<file path="src/rtl/core/tfs_pkg.sv">
// Package for the tank filling sequencer: state and command codes,
// configuration register indexes, the threshold struct and default limits.
// Has no dependencies; every other file of the block imports it.
`default_nettype none

package tfs_pkg;

  localparam int unsigned SENSOR_W  = 16;
  localparam int unsigned CMD_W     = 4;
  localparam int unsigned STATE_W   = 4;
  localparam int unsigned CFG_IDX_W = 4;

  localparam logic [SENSOR_W-1:0] COPV_TARGET_PRESSURE_DEF = 16'd1000;
  localparam logic [SENSOR_W-1:0] POST_VENT_TRIGGER_DEF    = 16'd1000;
  localparam logic [SENSOR_W-1:0] POST_TARGET_PRESSURE_DEF = 16'd900;

  typedef enum logic [STATE_W-1:0] {
    ST_IDLE       = 4'd0,
    ST_ABORT      = 4'd1,
    ST_PAUSE_IDLE = 4'd2,
    ST_PAUSE_VENT = 4'd3,
    ST_COPV_IDLE  = 4'd4,
    ST_COPV_FILL  = 4'd5,
    ST_PRE_IDLE   = 4'd6,
    ST_PRE_VENT   = 4'd7,
    ST_PRE_FILL   = 4'd8,
    ST_N2O_IDLE   = 4'd9,
    ST_N2O_FILL   = 4'd10,
    ST_N2O_VENT   = 4'd11,
    ST_POST_IDLE  = 4'd12,
    ST_POST_VENT  = 4'd13,
    ST_POST_FILL  = 4'd14
  } state_t;

  typedef enum logic [CMD_W-1:0] {
    CMD_NONE      = 4'd0,
    CMD_HALT      = 4'd1,
    CMD_SCRUB     = 4'd2,
    CMD_HOLD      = 4'd3,
    CMD_COPV_FILL = 4'd4,
    CMD_PREPRESS  = 4'd5,
    CMD_FILL_N2O  = 4'd6,
    CMD_POSTPRESS = 4'd7,
    CMD_CLEAR     = 4'd8,
    CMD_CONTINUE  = 4'd9
  } cmd_t;

  typedef enum logic [CFG_IDX_W-1:0] {
    REG_PAUSE_VENT_TRIGGER     = 4'd0,
    REG_PAUSE_VENT_TARGET      = 4'd1,
    REG_PREPRESS_VENT_TRIGGER  = 4'd2,
    REG_PREPRESS_TARGET        = 4'd3,
    REG_OXIDIZER_TARGET_WEIGHT = 4'd4,
    REG_OXIDIZER_VENT_PRESSURE = 4'd5,
    REG_OXIDIZER_VENT_TEMP     = 4'd6,
    REG_OXIDIZER_RESUME_PRESS  = 4'd7
  } reg_idx_t;

  typedef struct packed {
    logic        [SENSOR_W-1:0] pause_vent_trigger;
    logic        [SENSOR_W-1:0] pause_vent_target;
    logic        [SENSOR_W-1:0] prepress_vent_trigger;
    logic        [SENSOR_W-1:0] prepress_target;
    logic        [SENSOR_W-1:0] oxidizer_target_weight;
    logic        [SENSOR_W-1:0] oxidizer_vent_pressure;
    logic signed [SENSOR_W-1:0] oxidizer_vent_temp;
    logic        [SENSOR_W-1:0] oxidizer_resume_pressure;
  } thresh_cfg_t;

endpackage

`default_nettype wire

</file>
<file path="src/rtl/core/tfs_if.sv">
// Channel interfaces of the tank filling sequencer: sensor ticks in,
// state reports out, and the threshold register write channel.
// Depends on tfs_pkg for the field widths.
`default_nettype none

interface tfs_in_if
  import tfs_pkg::*;
  ();
  logic                       valid;
  logic                       ready;
  logic        [CMD_W-1:0]    command;
  logic        [SENSOR_W-1:0] nitrogen_pressure;
  logic        [SENSOR_W-1:0] oxidizer_pressure;
  logic        [SENSOR_W-1:0] oxidizer_weight;
  logic signed [SENSOR_W-1:0] temperature;

  modport source (
    output valid, command, nitrogen_pressure, oxidizer_pressure,
           oxidizer_weight, temperature,
    input  ready
  );
  modport sink (
    input  valid, command, nitrogen_pressure, oxidizer_pressure,
           oxidizer_weight, temperature,
    output ready
  );
endinterface

interface tfs_out_if
  import tfs_pkg::*;
  ();
  logic               valid;
  logic               ready;
  logic [STATE_W-1:0] current_state;
  logic               changed;

  modport source (output valid, current_state, changed, input ready);
  modport sink (input valid, current_state, changed, output ready);
endinterface

interface tfs_cfg_if
  import tfs_pkg::*;
  ();
  logic                 valid;
  logic                 ready;
  logic [CFG_IDX_W-1:0] index;
  logic [SENSOR_W-1:0]  data;

  modport source (output valid, index, data, input ready);
  modport sink (input valid, index, data, output ready);
endinterface

`default_nettype wire

</file>
<file path="src/rtl/core/tfs_next_state.sv">
// Transition logic of the filling sequence: global commands, mode entry
// from idle, clear and continue, and the per-leaf threshold checks.
// Purely combinational. Depends on tfs_pkg.
`default_nettype none

module tfs_next_state
  import tfs_pkg::*;
#(
  parameter logic [SENSOR_W-1:0] COPV_TARGET_PRESSURE = COPV_TARGET_PRESSURE_DEF,
  parameter logic [SENSOR_W-1:0] POST_VENT_TRIGGER    = POST_VENT_TRIGGER_DEF,
  parameter logic [SENSOR_W-1:0] POST_TARGET_PRESSURE = POST_TARGET_PRESSURE_DEF
) (
  input  state_t                     state,
  input  logic        [CMD_W-1:0]    command,
  input  logic        [SENSOR_W-1:0] nitrogen_pressure,
  input  logic        [SENSOR_W-1:0] oxidizer_pressure,
  input  logic        [SENSOR_W-1:0] oxidizer_weight,
  input  logic signed [SENSOR_W-1:0] temperature,
  input  thresh_cfg_t                cfg,
  output state_t                     nxt_state,
  output logic                       moved
);

  logic signed [SENSOR_W-1:0] vent_temp;

  assign vent_temp = cfg.oxidizer_vent_temp;

  always_comb begin
    nxt_state = state;
    moved     = 1'b0;
    priority if (command == CMD_HALT) begin
      nxt_state = ST_IDLE;
      moved     = 1'b1;
    end else if (command == CMD_SCRUB) begin
      nxt_state = ST_ABORT;
      moved     = 1'b1;
    end else if (command == CMD_HOLD) begin
      nxt_state = ST_PAUSE_IDLE;
      moved     = 1'b1;
    end else begin
      unique case (state)
        ST_ABORT: begin
          if (command == CMD_CLEAR) begin
            nxt_state = ST_IDLE;
            moved     = 1'b1;
          end
        end
        // In pause the leaf check wins; resume applies only when it did not fire.
        ST_PAUSE_IDLE: begin
          if (nitrogen_pressure > cfg.pause_vent_trigger) begin
            nxt_state = ST_PAUSE_VENT;
            moved     = 1'b1;
          end else if (command == CMD_CONTINUE) begin
            nxt_state = ST_IDLE;
            moved     = 1'b1;
          end
        end
        ST_PAUSE_VENT: begin
          if (nitrogen_pressure <= cfg.pause_vent_target) begin
            nxt_state = ST_PAUSE_IDLE;
            moved     = 1'b1;
          end else if (command == CMD_CONTINUE) begin
            nxt_state = ST_IDLE;
            moved     = 1'b1;
          end
        end
        ST_COPV_IDLE: begin
          if (nitrogen_pressure <= COPV_TARGET_PRESSURE) begin
            nxt_state = ST_COPV_FILL;
            moved     = 1'b1;
          end
        end
        ST_COPV_FILL: begin
          if (nitrogen_pressure >= COPV_TARGET_PRESSURE) begin
            nxt_state = ST_COPV_IDLE;
            moved     = 1'b1;
          end
        end
        ST_PRE_IDLE: begin
          if (nitrogen_pressure > cfg.prepress_vent_trigger) begin
            nxt_state = ST_PRE_VENT;
            moved     = 1'b1;
          end else if (oxidizer_pressure < cfg.prepress_target) begin
            nxt_state = ST_PRE_FILL;
            moved     = 1'b1;
          end
        end
        // The vent exit compares nitrogen pressure against the N2O target.
        ST_PRE_VENT: begin
          if (nitrogen_pressure <= cfg.prepress_target) begin
            nxt_state = ST_PRE_IDLE;
            moved     = 1'b1;
          end
        end
        ST_PRE_FILL: begin
          if (oxidizer_pressure >= cfg.prepress_target) begin
            nxt_state = ST_PRE_IDLE;
            moved     = 1'b1;
          end
        end
        ST_N2O_IDLE: begin
          if (oxidizer_weight < cfg.oxidizer_target_weight) begin
            nxt_state = ST_N2O_FILL;
            moved     = 1'b1;
          end
        end
        ST_N2O_FILL: begin
          if (oxidizer_pressure >= cfg.oxidizer_vent_pressure &&
              temperature > vent_temp) begin
            nxt_state = ST_N2O_VENT;
            moved     = 1'b1;
          end else if (oxidizer_weight >= cfg.oxidizer_target_weight) begin
            nxt_state = ST_N2O_IDLE;
            moved     = 1'b1;
          end
        end
        ST_N2O_VENT: begin
          if (oxidizer_pressure <= cfg.oxidizer_resume_pressure ||
              temperature <= vent_temp) begin
            nxt_state = ST_N2O_FILL;
            moved     = 1'b1;
          end
        end
        ST_POST_IDLE: begin
          if (nitrogen_pressure > POST_VENT_TRIGGER) begin
            nxt_state = ST_POST_VENT;
            moved     = 1'b1;
          end else if (oxidizer_pressure < POST_TARGET_PRESSURE) begin
            nxt_state = ST_POST_FILL;
            moved     = 1'b1;
          end
        end
        ST_POST_VENT: begin
          if (nitrogen_pressure <= POST_TARGET_PRESSURE) begin
            nxt_state = ST_POST_IDLE;
            moved     = 1'b1;
          end
        end
        ST_POST_FILL: begin
          if (oxidizer_pressure >= POST_TARGET_PRESSURE) begin
            nxt_state = ST_POST_IDLE;
            moved     = 1'b1;
          end
        end
        default: begin
          // Top-level idle: a mode command enters that mode's idle child.
          if (command == CMD_COPV_FILL) begin
            nxt_state = ST_COPV_IDLE;
            moved     = 1'b1;
          end else if (command == CMD_PREPRESS) begin
            nxt_state = ST_PRE_IDLE;
            moved     = 1'b1;
          end else if (command == CMD_FILL_N2O) begin
            nxt_state = ST_N2O_IDLE;
            moved     = 1'b1;
          end else if (command == CMD_POSTPRESS) begin
            nxt_state = ST_POST_IDLE;
            moved     = 1'b1;
          end
        end
      endcase
    end
  end

endmodule

`default_nettype wire

</file>
<file path="src/rtl/core/tank_filling_sequencer.sv">
// Tank filling sequencer.
// Each item on the input channel is one sensor tick: a command code and the
// nitrogen pressure, N2O pressure, N2O weight and temperature readings. For
// every item accepted, exactly one item leaves on the result channel: the
// leaf state after the tick and a flag that is set when a transition was taken.
// Thresholds are written over the configuration channel, which is always
// ready; write only while no tick is in flight.
// An accepted item passes the input register and then the result register;
// the state update between the two is combinational. Throughput: one item
// per cycle while the receiver takes the results.
// When the receiver stalls, the held result and one registered tick wait;
// in_ch.ready drops only when both registers are full and out_ch.ready is low.
// Reset (rst_n low, synchronous) empties both registers, returns the leaf
// state to idle and clears all thresholds to zero.
// Depends on tfs_pkg, the channel interfaces in tfs_if and tfs_next_state.
`default_nettype none

module tank_filling_sequencer
  import tfs_pkg::*;
#(
  parameter logic [SENSOR_W-1:0] COPV_TARGET_PRESSURE = COPV_TARGET_PRESSURE_DEF,
  parameter logic [SENSOR_W-1:0] POST_VENT_TRIGGER    = POST_VENT_TRIGGER_DEF,
  parameter logic [SENSOR_W-1:0] POST_TARGET_PRESSURE = POST_TARGET_PRESSURE_DEF
) (
  input  logic      clk,
  input  logic      rst_n,
  tfs_in_if.sink    in_ch,
  tfs_out_if.source out_ch,
  tfs_cfg_if.sink   cfg_ch
);

  // Threshold registers.
  thresh_cfg_t cfg_r;
  thresh_cfg_t cfg_nxt;

  // Input register stage.
  logic                       s1_valid_r;
  logic                       s1_valid_nxt;
  logic        [CMD_W-1:0]    cmd_r;
  logic        [SENSOR_W-1:0] np_r;
  logic        [SENSOR_W-1:0] op_r;
  logic        [SENSOR_W-1:0] ow_r;
  logic signed [SENSOR_W-1:0] temp_r;

  // Sequence state and result register.
  state_t             leaf_state_r;
  state_t             leaf_state_nxt;
  logic               moved;
  logic               out_valid_r;
  logic               out_valid_nxt;
  logic [STATE_W-1:0] out_state_r;
  logic [STATE_W-1:0] out_state_nxt;
  logic               out_changed_r;
  logic               out_changed_nxt;

  logic in_accept;
  logic out_free;
  logic s1_adv;

  assign out_free  = !out_valid_r || out_ch.ready;
  assign s1_adv    = s1_valid_r && out_free;
  assign in_accept = in_ch.valid && in_ch.ready;

  assign in_ch.ready          = !s1_valid_r || out_free;
  assign out_ch.valid         = out_valid_r;
  assign out_ch.current_state = out_state_r;
  assign out_ch.changed       = out_changed_r;
  assign cfg_ch.ready         = 1'b1;

  always_comb begin
    cfg_nxt = cfg_r;
    if (cfg_ch.valid) begin
      unique case (cfg_ch.index)
        REG_PAUSE_VENT_TRIGGER:     cfg_nxt.pause_vent_trigger       = cfg_ch.data;
        REG_PAUSE_VENT_TARGET:      cfg_nxt.pause_vent_target        = cfg_ch.data;
        REG_PREPRESS_VENT_TRIGGER:  cfg_nxt.prepress_vent_trigger    = cfg_ch.data;
        REG_PREPRESS_TARGET:        cfg_nxt.prepress_target          = cfg_ch.data;
        REG_OXIDIZER_TARGET_WEIGHT: cfg_nxt.oxidizer_target_weight   = cfg_ch.data;
        REG_OXIDIZER_VENT_PRESSURE: cfg_nxt.oxidizer_vent_pressure   = cfg_ch.data;
        REG_OXIDIZER_VENT_TEMP:     cfg_nxt.oxidizer_vent_temp       = cfg_ch.data;
        REG_OXIDIZER_RESUME_PRESS:  cfg_nxt.oxidizer_resume_pressure = cfg_ch.data;
        default: ;
      endcase
    end
  end

  tfs_next_state #(
    .COPV_TARGET_PRESSURE (COPV_TARGET_PRESSURE),
    .POST_VENT_TRIGGER    (POST_VENT_TRIGGER),
    .POST_TARGET_PRESSURE (POST_TARGET_PRESSURE)
  ) u_next_state (
    .state             (leaf_state_r),
    .command           (cmd_r),
    .nitrogen_pressure (np_r),
    .oxidizer_pressure (op_r),
    .oxidizer_weight   (ow_r),
    .temperature       (temp_r),
    .cfg               (cfg_r),
    .nxt_state         (leaf_state_nxt),
    .moved             (moved)
  );

  // Valid flags of both stages.
  always_comb begin
    if (in_accept) begin
      s1_valid_nxt = 1'b1;
    end else if (s1_adv) begin
      s1_valid_nxt = 1'b0;
    end else begin
      s1_valid_nxt = s1_valid_r;
    end
    if (s1_adv) begin
      out_valid_nxt = 1'b1;
    end else if (out_ch.ready) begin
      out_valid_nxt = 1'b0;
    end else begin
      out_valid_nxt = out_valid_r;
    end
  end

  // Result payload: the new leaf and the transition flag.
  always_comb begin
    out_state_nxt   = out_state_r;
    out_changed_nxt = out_changed_r;
    if (s1_adv) begin
      out_state_nxt   = leaf_state_nxt;
      out_changed_nxt = moved;
    end
  end

  always_ff @(posedge clk) begin
    if (!rst_n) begin
      cfg_r        <= '0;
      s1_valid_r   <= 1'b0;
      out_valid_r  <= 1'b0;
      leaf_state_r <= ST_IDLE;
    end else begin
      cfg_r       <= cfg_nxt;
      s1_valid_r  <= s1_valid_nxt;
      out_valid_r <= out_valid_nxt;
      if (s1_adv) begin
        leaf_state_r <= leaf_state_nxt;
      end
    end
  end

  always_ff @(posedge clk) begin
    if (in_accept) begin
      cmd_r  <= in_ch.command;
      np_r   <= in_ch.nitrogen_pressure;
      op_r   <= in_ch.oxidizer_pressure;
      ow_r   <= in_ch.oxidizer_weight;
      temp_r <= in_ch.temperature;
    end
    out_state_r   <= out_state_nxt;
    out_changed_r <= out_changed_nxt;
  end

  // The reported state is the leaf state that the same tick left behind.
  a_report_matches_state: assert property (@(posedge clk) disable iff (!rst_n)
    s1_adv |=> (out_state_r == leaf_state_r))
    else $error("reported state differs from the held leaf state");

  // The leaf state moves only when a tick is handed to the result register.
  a_state_only_on_tick: assert property (@(posedge clk) disable iff (!rst_n)
    !s1_adv |=> $stable(leaf_state_r))
    else $error("leaf state changed without a tick");

  // A tick that reports no transition leaves the state as it was.
  a_no_move_holds: assert property (@(posedge clk) disable iff (!rst_n)
    (s1_adv && !moved) |=> (leaf_state_r == $past(leaf_state_r)))
    else $error("state changed on a tick flagged as no transition");

  // Stop wins over every threshold check.
  a_stop_to_idle: assert property (@(posedge clk) disable iff (!rst_n)
    (s1_adv && cmd_r == CMD_HALT) |=> (leaf_state_r == ST_IDLE && out_changed_r))
    else $error("stop did not return to idle");

endmodule

`default_nettype wire
</file>
<file path="src/flat_wrapper.sv">
// flat-port wrapper written by rule: the top's interface ports become plain ports
module tank_filling_sequencer_flat import tfs_pkg::*;
#(
  parameter logic [SENSOR_W-1:0] COPV_TARGET_PRESSURE = COPV_TARGET_PRESSURE_DEF,
  parameter logic [SENSOR_W-1:0] POST_VENT_TRIGGER    = POST_VENT_TRIGGER_DEF,
  parameter logic [SENSOR_W-1:0] POST_TARGET_PRESSURE = POST_TARGET_PRESSURE_DEF
)
  (clk, rst_n, in_ch_valid, in_ch_command, in_ch_nitrogen_pressure, in_ch_oxidizer_pressure, in_ch_oxidizer_weight, in_ch_temperature, in_ch_ready, out_ch_valid, out_ch_current_state, out_ch_changed, out_ch_ready, cfg_ch_valid, cfg_ch_index, cfg_ch_data, cfg_ch_ready);
  tfs_in_if in_ch_i ();
  tfs_out_if out_ch_i ();
  tfs_cfg_if cfg_ch_i ();
  input  logic clk;
  input  logic rst_n;
  input wire logic [$bits(in_ch_i.valid)-1:0] in_ch_valid;
  input wire logic [$bits(in_ch_i.command)-1:0] in_ch_command;
  input wire logic [$bits(in_ch_i.nitrogen_pressure)-1:0] in_ch_nitrogen_pressure;
  input wire logic [$bits(in_ch_i.oxidizer_pressure)-1:0] in_ch_oxidizer_pressure;
  input wire logic [$bits(in_ch_i.oxidizer_weight)-1:0] in_ch_oxidizer_weight;
  input wire logic [$bits(in_ch_i.temperature)-1:0] in_ch_temperature;
  output wire logic [$bits(in_ch_i.ready)-1:0] in_ch_ready;
  output wire logic [$bits(out_ch_i.valid)-1:0] out_ch_valid;
  output wire logic [$bits(out_ch_i.current_state)-1:0] out_ch_current_state;
  output wire logic [$bits(out_ch_i.changed)-1:0] out_ch_changed;
  input wire logic [$bits(out_ch_i.ready)-1:0] out_ch_ready;
  input wire logic [$bits(cfg_ch_i.valid)-1:0] cfg_ch_valid;
  input wire logic [$bits(cfg_ch_i.index)-1:0] cfg_ch_index;
  input wire logic [$bits(cfg_ch_i.data)-1:0] cfg_ch_data;
  output wire logic [$bits(cfg_ch_i.ready)-1:0] cfg_ch_ready;
  assign in_ch_i.valid = in_ch_valid;
  assign in_ch_i.command = in_ch_command;
  assign in_ch_i.nitrogen_pressure = in_ch_nitrogen_pressure;
  assign in_ch_i.oxidizer_pressure = in_ch_oxidizer_pressure;
  assign in_ch_i.oxidizer_weight = in_ch_oxidizer_weight;
  assign in_ch_i.temperature = in_ch_temperature;
  assign in_ch_ready = in_ch_i.ready;
  assign out_ch_valid = out_ch_i.valid;
  assign out_ch_current_state = out_ch_i.current_state;
  assign out_ch_changed = out_ch_i.changed;
  assign out_ch_i.ready = out_ch_ready;
  assign cfg_ch_i.valid = cfg_ch_valid;
  assign cfg_ch_i.index = cfg_ch_index;
  assign cfg_ch_i.data = cfg_ch_data;
  assign cfg_ch_ready = cfg_ch_i.ready;
  tank_filling_sequencer #(.COPV_TARGET_PRESSURE(COPV_TARGET_PRESSURE), .POST_VENT_TRIGGER(POST_VENT_TRIGGER), .POST_TARGET_PRESSURE(POST_TARGET_PRESSURE)) u_core (.clk(clk), .rst_n(rst_n), .in_ch(in_ch_i), .out_ch(out_ch_i), .cfg_ch(cfg_ch_i));
endmodule
</file>
<file path="config.mk">
export PLATFORM = sky130hd
export DESIGN_NAME = tank_filling_sequencer_flat
export DESIGN_NICKNAME = d
export VERILOG_FILES = /design/src/rtl/core/tfs_pkg.sv /design/src/rtl/core/tfs_if.sv /design/src/rtl/core/tfs_next_state.sv /design/src/rtl/core/tank_filling_sequencer.sv /design/src/flat_wrapper.sv
export SDC_FILE = /design/constraint.sdc
export NUM_CORES = 1
export LEC_CHECK = 0
export BUFFER_PORTS_ARGS = -buffer_cell sky130_fd_sc_hd__buf_2
export CAP_MARGIN = 15
export CELL_PAD_IN_SITES_DETAIL_PLACEMENT = 0
export CELL_PAD_IN_SITES_GLOBAL_PLACEMENT = 1
export CORE_ASPECT_RATIO = 1.25
export CORE_MARGIN = 2
export CORE_UTILIZATION = 51
export CTS_BUF_LIST = sky130_fd_sc_hd__clkbuf_16
export CTS_CLUSTER_DIAMETER = 40
export DETAILED_ROUTE_END_ITERATION = 12
export GPL_TIMING_DRIVEN = 0
export PLACE_DENSITY = 0.89
export SLEW_MARGIN = 40
export SYNTH_ARGS = -nofsm -noshare
export SYNTH_HDL_FRONTEND = slang
export SYNTH_SLANG_ARGS = --single-unit
</file>
<file path="constraint.sdc">
create_clock -name clk -period 4 [get_ports clk]
set_input_delay 0.4 -clock clk [delete_from_list [all_inputs] [get_ports clk]]
set_output_delay 0.4 -clock clk [all_outputs]
set_load 0.02 [all_outputs]
</file>
# Word-level counts from Yosys, hierarchy flattened
# Cells that the tools add are included.
# Widths: inputs -> output; s select.
[totals] in_bits=93 reg_bits=207 out_inout_bits=8 wordCells=139
[classes] n_mux=53 n_reduce_logical=20 n_eq_ne=30 magnitude_cmp=18
[op_table] operator="$mux 4" count=25
[op_table] operator="$le 16x16->1" count=4
[op_table] operator="$pmux 4 s14" count=1
[op_table] operator="$eq 4x3->1 const B" count=12
[op_table] operator="$ge 16x16->1" count=3
[op_table] operator="$gt 16x16->1" count=3
[op_table] operator="$eq 4x4->1 const B" count=9
[op_table] operator="$ge 16x10->1 const B" count=2
[op_table] operator="$le 16x10->1 const B" count=2
[op_table] operator="$lt 16x16->1" count=2
[op_table] operator="$mux 1" count=26
[op_table] operator="$eq 4x2->1 const B" count=6
[op_table] operator="$gt 16x10->1 const B" count=1
[op_table] operator="$lt 16x10->1 const B" count=1
[op_table] operator="$reduce_and 2->1" count=8
[op_table] operator="$pmux 1 s14" count=1
[op_table] operator="$eq 4x1->1 const B" count=3
[op_table] operator="$logic_not 4->1" count=1
[op_table] operator="$reduce_bool 2->1" count=2
[op_table] operator="$logic_and 1x1->1" count=3
[op_table] operator="$logic_or 1x1->1" count=3
[op_table] operator="$reduce_or 3->1" count=1
[op_table] operator="$logic_not 1->1" count=2

# Depth between registers and ports, before layout
# Gate-level depths: netlist (run 1).
[depth] word_depth=9 mapped_depth=10 mapped_depth_nobuf=10

# Hierarchy
# From an unflattened synthesis (run 1), not the netlist that was laid out.
[hier_totals] cells_unflattened=1165 hier_area_um2=11487.3
[by_module_without_submodules] module="tank_filling_sequencer" instances=1 cells_each=545 area_each_um2=7186.9
[by_module_without_submodules] module="tfs_next_state" instances=1 cells_each=620 area_each_um2=4300.4

# Worst setup path after synthesis (run 1)
# OpenSTA, ideal clock, no wires.
[synth_timing] kind="reg-to-reg" start="register u_core.out_valid_r (netlist: u_core.out_ch.valid)" end="register u_core.cmd_r[0], enable pin" arrival_time_ns=2.370 slack_ns=1.197 path_buffers=0 synth_period_minus_slack_ns=2.803 required_ns=3.567 stages_incl_launch_ff=4 cell_sequence="dfxtp_1 > nor2b_1 > nand2_1 > and2_1"
[synth_between] elab_chain_len=4
[synth_rtl] item="start, declared" line_no="tank_filling_sequencer.sv:49" source="logic out_valid_r;"
[synth_rtl] item="start signal, assigned" line_no="tank_filling_sequencer.sv:140" source="out_valid_r <= out_valid_nxt;"
[synth_rtl] item="$logic_not 1->1" line_no="tank_filling_sequencer.sv:60" source="assign out_free = !out_valid_r || out_ch.ready;"
[synth_rtl] item="$logic_or 1x1->1" line_no="tank_filling_sequencer.sv:60"
[synth_rtl] item="$logic_or 1x1->1" line_no="tank_filling_sequencer.sv:64" source="assign in_ch.ready = !s1_valid_r || out_free;"
[synth_rtl] item="net in_ch_ready" line_no="flat_wrapper.sv:20" source="output wire logic [$bits(in_ch_i.ready)-1:0] in_ch_ready;"
[synth_rtl] item="$logic_and 1x1->1" line_no="tank_filling_sequencer.sv:62" source="assign in_accept = in_ch.valid && in_ch.ready;"
[synth_rtl] item="net u_core.in_accept" line_no="tank_filling_sequencer.sv:56" source="logic in_accept;"
[synth_rtl] item="end signal, assigned" line_no="tank_filling_sequencer.sv:149" source="cmd_r <= in_ch.command;"
[synth_rtl] item="end, declared" line_no="tank_filling_sequencer.sv:39" source="logic [CMD_W-1:0] cmd_r;"
# The timed path passes the listed nets, and every way through them passes these cells.
# A chain may end at the register's enable or synchronous reset.

# Worst setup path in the final report (run 1)
[layout_timing] start="register u_core.op_r[14]" end="register u_core.out_changed_r (netlist: u_core.out_ch.changed) (data pin)"
[layout_between] elab_chain_len=4 elab_cells_between_ends=17
[layout_rtl] item="start, declared" line_no="tank_filling_sequencer.sv:41" source="logic [SENSOR_W-1:0] op_r;"
[layout_rtl] item="start signal, assigned" line_no="tank_filling_sequencer.sv:151" source="op_r <= in_ch.oxidizer_pressure;"
[layout_rtl] item="$lt 16x10->1 (tied with other cells)" line_no="tfs_next_state.sv:128" source="end else if (oxidizer_pressure < POST_TARGET_PRESSURE) begin"
[layout_rtl] item="$mux 1 (tied with other cells)" line_no="tfs_next_state.sv:128"
[layout_rtl] item="$mux 1, on equally long branches"
[layout_rtl] item="$pmux 1 s14 *" line_no="tfs_next_state.sv:41" source="unique case (state)"
[layout_rtl] item="end signal, assigned" line_no="tank_filling_sequencer.sv:156" source="out_changed_r <= out_changed_nxt;"
[layout_rtl] item="end, declared" line_no="tank_filling_sequencer.sv:53" source="logic out_changed_r;"
# Mark *: on every way between the ends. The rest lies on a longest branch, timed or not.

==> summary.md, run 1 <==
| Metric | Value |
|---|---|
| Final Hold Fails | `0` |
| Final clock skew | `around 28 ps` |
| Vias/cell | `~5.5` |
| Post-route ant nets | `0` |
| Crit Path Max Fanout | `4` |
| Dominant cells by area after synthesis | `dfxtp_1 23%, edfxtp_1 19%, ha_1 15%, nand2_1 6.0%, mux2i_1 5.5%` |
| CP peak stage delay | `around 630 ps` |
| Gr usage total | `approximately 24%` |
| Initial Utilization | `about 50%` |
| Vias | `just over 9000` |
| Most instantiated cells after synthesis | `186 x nand2_1, 144 x ha_1, 136 x inv_1` |
| Crit. End Element | `flop` |
| Cell area after layout | `13500 um2` |
| Final Critical Period | `approximately 3300 ps` |
| Hold path start | `in_ch_oxidizer_weight[7]` |
| Routed WL | `approximately 30000 um` |
| Clk_lat worst skew | `roughly 560 ps` |
| Warnings from Yosys | `0` |
| Gate count after technology mapping | `around 1300` |
| Initial DRC count | `495` |
| Netlist cell types | `72` |
| Gpl congestion | `between 0.8 and 0.9` |
| Reg-to-Reg Start | `u_core.op_r[14]` |
| Sequential area share after synthesis | `around two fifths` |
| CP max stage cell | `or4_1` |
| Max frequency | `303 MHz` |
| DR DRC count | `0` |
| Hold Path Depth | `1` |
| Setup crit start kind | `flop` |
| Slew headroom | `43.4%` |
| Top-area cell type share of the netlist area | `a little under a quarter` |
| Asr flop ratio synth | `0%` |
| CP Buf/Inv Count | `0` |
| Fillers | `2031` |
| Status | `finished, final reports clean` |
| CTS Hold Bufs | `0` |
| Num CTS Buffers | `30` |
| Gr ovfl total | `0` |
| Max-capacitance violation count | `0` |
| Final WS setup | `roughly 700 ps` |
| Largest net degree at the start of global routing | `slightly above 40` |
| Reg2Reg Depth | `8` |
| Vias in the first global route | `~9200` |
| Total power draw | `between 5 and 6 mW` |
| Req. time, crit path | `4300 ps` |
| Setup TNS | `0 ps` |
| Flop and latch count out of synthesis | `207` |
| CTS tree | `done` |
| Top-count cell post-synth | `nand2_1` |
| Min Hold Slack | `9.91 ps` |
| Mapped cell area | `about 12000 um2` |
| RSZ-0062 raised after global routing | `false` |
| CTS max path bufs | `3` |
| Die width | `about 140 um` |
| IO Port Bufs | `80` |
| # nets final | `1601` |
| Initial antenna violation count | `0` |
| Placed inst area | `~13000 um2` |
| Final Cycle Share | `82.5%` |
| Delay-heaviest family, CP | `simple AND/OR/NAND/NOR gates` |
| Area Overhead vs Synth | `15.5%` |
| Crit-path cells | `ha_1, nand4_1, or4_1, a21oi_1, a2111oi_1, nor3_1, a21oi_1, a311o_1` |
| Most used flip-flop cell after synthesis | `dfxtp_1` |
| Pwr Density | `408 nW/um2` |
| Tightest Pin Transition | `846 ps` |
| VDD IR max | `~0.00033 V` |
| Clk root buf | `clkbuf_16` |
| Most used cell, CP | `a21oi_1` |
| Worst EP arrival | `between 3000 and 4000 ps` |
| Worst Hold End | `u_core.ow_r[7]` |
| # H-tree levels | `1` |
| Core area | `between 20000 and 25000 um2` |
| Post CTS Setup Buffer Count | `0` |
| Lkg Pwr | `roughly 5.1 nW` |
| Final setup fails | `0` |
| DIE AREA | `24200 um2` |
| Drt first pass iters | `5` |
| Pre-CTS setup slack | `just over 700 ps` |
| Final Max Tran Viols | `0` |
| Syn Nets | `approximately 1500` |
| WL/cell | `approximately 18 um` |
| Layout cells sized above 1 | `between 10% and 20%` |
| Critical path class | `flop to flop` |
| Std cell rows | `slightly above 60` |
| # IOs | `between 100 and 150` |
| Global-route wire length before repair | `47100 um` |
| R2R Setup Slk | `700 ps` |
| Worst min-delay path class | `input port to flop` |
| RR Endpoint | `u_core.out_ch.changed` |
| Cell accounting for the most synthesized area | `dfxtp_1` |
| Ant. Diodes | `0` |
| EDFF count, synth | `73` |
| Clock tree sinks | `about 210` |
| Die Span Y | `174 um` |
| Hpwl dp | `about 22000 um` |
| Syn avg cell area | `9.38 um2` |
| Clk slew on worst S/H paths | `about 60 ps` |
| Resized cells post-CTS | `0` |
## layer usage
layer	share of wire (%)	global-route usage, %
met1	40	28.6
met2	49	42.8
met3	4.9	4.17
met4	5.4	12.8
met5	0	0
## flip-flops by register name, indices dropped and copies added, names as in the netlist
| register | flops |
|---|---|
| u_core.cfg_r | 128 |
| u_core.cmd_r | 4 |
| u_core.leaf_state_r | 4 |
| u_core.np_r | 16 |
| u_core.op_r | 16 |
| u_core.out_ch.changed | 1 |
| u_core.out_ch.current_state | 4 |
| u_core.out_ch.valid | 1 |
| u_core.ow_r | 16 |
| u_core.s1_valid_r | 1 |
| u_core.temp_r | 16 |
## power by group
part           leakage (nW)  switching (mW)  internal [mW]
clock network         0.503            1.04           1.62
logic                  2.80           0.322          0.228
registers              1.79          0.0585           2.25
total                  5.10            1.42           4.11
## cell usage in the layout, fill, tap and decap left out, types with 5 or more instances in the layout
cell type    n
mux2i_1     65
nor2b_1     83
nand3_1     18
a21boi_0    58
or4_1        5
o21a_1       9
edfxtp_1    73
ha_1       144
a21o_1       7
dfxtp_1    134
nor2_1      37
o22ai_1      8
clkbuf_8     5
nand4_1     29
clkbuf_1    49
clkbuf_16   31
inv_1      140
nor4_1       7
a21boi_1     6
nand2b_1     6
nor3b_1      5
nor3_1       6
o21ai_0     22
buf_2       84
a211oi_1     7
a21oi_1     63
nand2_1    186
o211ai_1     8
## worst register-to-register path, stage by stage, from the launching register on
cell	delay [ps]
edfxtp_1	510
ha_1	380
nand4_1	120
or4_1	630
a21oi_1	280
a2111oi_1	170
nor3_1	460
a21oi_1	140
a311o_1	390
## area by class of cell
type	instances	area (um2)	share of cell area, %
plain buffers	62	299	2.21
clock inverters	25	244	1.80
repair buffers	82	430	3.18
inverters	136	510	3.77
flip-flops and latches	207	4870	36.0
well taps	288	360	2.66
clock buffers	31	776	5.73
multi-input cells	845	6040	44.6
## cells by family (layout without fill, tap and decap cells)
logic type / after synthesis / after routing / synth area share (%)
AO/OA/AOI/OAI: 230 / 230 / 13.5
XOR/XNOR: 1 / 1 / 0.0747
adder cells (fa/ha/maj): 144 / 144 / 15.4
buffers and inverters: 198 / 336 / 6.91
flip-flops: 207 / 207 / 41.6
multiplexers: 65 / 65 / 5.55
other: 1 / 1 / 0.0320
AND/OR/NAND/NOR: 404 / 404 / 17.0
## worst max path at each step
stage | end | start | cells after the start | slack [ps]
2_1_floorplan | u_core.cmd_r[0] | u_core.out_ch.valid | 3 | 1200
3_3_place_gp | u_core.out_ch.current_state[0] | u_core.op_r[9] | 9 | 630
3_5_place_dp | u_core.out_ch.changed | u_core.op_r[14] | 8 | 720
4_1_cts | u_core.out_ch.changed | u_core.op_r[14] | 8 | 720
5_1_grt | u_core.out_ch.changed | u_core.op_r[14] | 8 | 640
6_report | u_core.out_ch.changed | u_core.op_r[14] | 8 | 700
## metrics by stage
step | util [%] | cells
6_report | 59.4 | 1676
5_1_grt | 59.4 | 1676
4_1_cts | 59.3 | 1675
3_5_place_dp | 54.8 | 1619
3_3_place_gp | 54.7 | 1618
2_1_floorplan | - | 1250
(Power assumes the default switching activity.)
==> inputs of run 2 (changes only) <==
CORE_UTILIZATION = 47   (was 51)
PLACE_DENSITY = 0.83   (was 0.89)
clock period = 3.3 ns   (was 4 ns; I/O delays follow)
==> run 2 against run 1 <==
Compared with the run above: power increased by 24%; sequential power grew 21%; die area rose by 8.3%; final cell count grew 6.6%; flip-flop and latch count unchanged; critical path depth did not move; first-iteration DRC count decreased by 21%; core utilization down 1.0 points; global-route usage decreased by 0.97 points; clock skew decreased by 14 ps; worst hold slack gained 24 ps; critical path type unchanged; critical endpoint unchanged; largest power group unchanged.
==> summary.md, run 2 (same netlist as run 1, synthesis figures left out) <==
| Metric | Value |
|---|---|
| Final setup fails | `0` |
| Vias in the first global route | `about 9400` |
| Layout cells sized above 1 | `about 11%` |
| Setup crit start kind | `flop` |
| Hpwl dp | `between 20000 and 25000 um` |
| Max reg flops | `128` |
| Setup TNS | `0 ps` |
| Register Area | `4870 um2` |
| RR Endpoint | `u_core.out_ch.changed` |
| Worst Hold End | `u_core.s1_valid_r` |
| Req. time, crit path | `roughly 3600 ps` |
| Max-capacitance violation count | `0` |
| CP max stage cell | `or4_1` |
| Placed inst area | `~13000 um2` |
| Die Span Y | `181 um` |
| Vias/cell | `around 5.2` |
| Final Max Tran Viols | `0` |
| Slew headroom | `between 40% and 50%` |
| Most frequent cells in the layout | `186 x nand2_1, 144 x ha_1, 139 x inv_1` |
| Clk root buf | `clkbuf_16` |
| Lkg Pwr | `5.41 nW` |
| Clk slew on worst S/H paths | `~60 ps` |
| Worst min-delay path class | `input port to flop` |
| Initial DRC count | `between 300 and 400` |
| CP Buf/Inv Count | `0` |
| IO Port Bufs | `80` |
| Core area | `between 20000 and 25000 um2` |
| Crit Path Max Fanout | `4` |
| Vias | `~9300` |
| Critical path class | `flop to flop` |
| CP peak stage delay | `610 ps` |
| R2R Setup Slk | `approximately 160 ps` |
| WL/cell | `17.2 um` |
| RSZ-0062 raised after global routing | `false` |
| Gr ovfl total | `0` |
| Global-route wire length before repair | `between 40000 and 50000 um` |
| Commonest non-fill, non-tap cell in the layout | `nand2_1` |
| DR DRC count | `0` |
| Tightest Pin Transition | `between 800 and 900 ps` |
| Fillers | `2237` |
| # nets final | `about 1700` |
| # IOs | `101` |
| Crit-path cells | `ha_1, nand4_1, or4_1, a21oi_1, a2111oi_2, nor3_2, a21oi_1, a311o_1` |
| Initial Utilization | `47.8%` |
| Drt first pass iters | `5` |
| Total power draw | `6.82 mW` |
| Most used cell, CP | `a21oi_1` |
| Largest net degree at the start of global routing | `41` |
| # H-tree levels | `1` |
| Delay-heaviest family, CP | `simple AND/OR/NAND/NOR gates` |
| Final Critical Period | `3140 ps` |
| Reg-to-Reg Start | `u_core.op_r[9]` |
| Cell area after layout | `approximately 14000 um2` |
| Initial antenna violation count | `1` |
| Routed WL | `30700 um` |
| Final Hold Fails | `0` |
| Clk_lat worst skew | `550 ps` |
| Hold Path Depth | `3` |
| Gpl congestion | `just under 0.9` |
| Gr usage total | `roughly a quarter` |
| Hold path start | `in_ch_valid` |
| Clock tree sinks | `roughly 210` |
| Biggest register | `u_core.cfg_r` |
| Pwr Density | `approximately 480 nW/um2` |
| Status | `finished, final reports clean` |
| DIE AREA | `~26000 um2` |
| Final Cycle Share | `95.0%` |
| Std cell rows | `64` |
| Max frequency | `roughly 320 MHz` |
| CTS max path bufs | `3` |
| Final clock skew | `14.0 ps` |
| Multi-input gate area | `around 6100 um2` |
| Die width | `145 um` |
| Area Overhead vs Synth | `22.0%` |
| Worst EP arrival | `3430 ps` |
| Ant. Diodes | `0` |
| CTS tree | `done` |
| Crit. End Element | `flop` |
| Post-route ant nets | `0` |
| VDD IR max | `~0.00040 V` |
| Num CTS Buffers | `29` |
| Reg2Reg Depth | `8` |
run 2: changes by cell type in the layout (fill, tap and decap cells not counted), sizes merged:
cell         previous run  this run
inv                   147       145
clkinv                  7        10
clkbuf                 85        83
bufinv                  3         6
dlygate4sd3             1        68
buf                    89        93
clkinvlp                4         0
run 2: how the worst max path moves through the flow:
stage | depth (start not counted) | end | start
3_5_place_dp | 8 | u_core.out_ch.changed | u_core.op_r[9]
5_1_grt | 9 | u_core.out_ch.changed | u_core.np_r[11]
3_3_place_gp | 9 | u_core.out_ch.current_state[0] | u_core.op_r[9]
2_1_floorplan | 3 | u_core.cmd_r[0] | u_core.out_ch.valid
4_1_cts | 8 | u_core.out_ch.changed | u_core.op_r[9]
6_report | 8 | u_core.out_ch.changed | u_core.op_r[9]
run 2: cell type report:
| type | instances | area share [%] |
|---|---|---|
| Buffer | 62 | 2.09 |
| Tap cell | 330 | 2.89 |
| Timing Repair Buffer | 153 | 7.91 |
| Clock inverter | 25 | 2.06 |
| Inverter | 136 | 3.57 |
| Sequential cell | 207 | 34.1 |
| Clock buffer | 29 | 5.07 |
| Multi-Input combinational cell | 845 | 42.3 |
run 2: per-layer routing:
| layer | wire [um] | global-route usage [%] | vias up |
|---|---|---|---|
| li1 | - | - | 4694 |
| met1 | 12600 | 27.5 | 4351 |
| met5 | 0 | 0 | - |
| met4 | 1010 | 8.51 | 0 |
| met3 | 1240 | 2.96 | 59 |
| met2 | 15900 | 43.7 | 185 |
run 2: power by group:
group / total [mW] / internal (mW) / switching (mW)
logic: 0.736 / 0.331 / 0.405
registers: 2.80 / 2.73 / 0.0699
clock network: 3.28 / 2.08 / 1.20
total: 6.82 / 5.14 / 1.68
run 2: per-stage QoR:
step / setup slack (ps) / instances / hold WS (ps) / utilization, %
6_report: 165 / 1787 / 33.8 / 58.4
5_1_grt: 15.1 / 1787 / 62.0 / 58.4
4_1_cts: 133 / 1783 / 17.4 / 58.2
3_5_place_dp: -41.9 / 1661 / 446 / 51.3
3_3_place_gp: -106 / 1660 / 442 / 51.2
2_1_floorplan: 497 / 1250 / 429 / -
run 2: repair_timing:
item / 4_1_cts / 5_1_grt
resized for setup: 1 / 0
endpoints found under the setup margin: 1 / 1
cloned: 0 / 0
hold buffers: 68 / 0
buffers inserted: 0 / 4
hold endpoints to repair: 68 / 0
run 2: tightest hold or removal path: stages:
cell     delay [ps]
buf_2            90
a21oi_1          40
nor2b_1          90
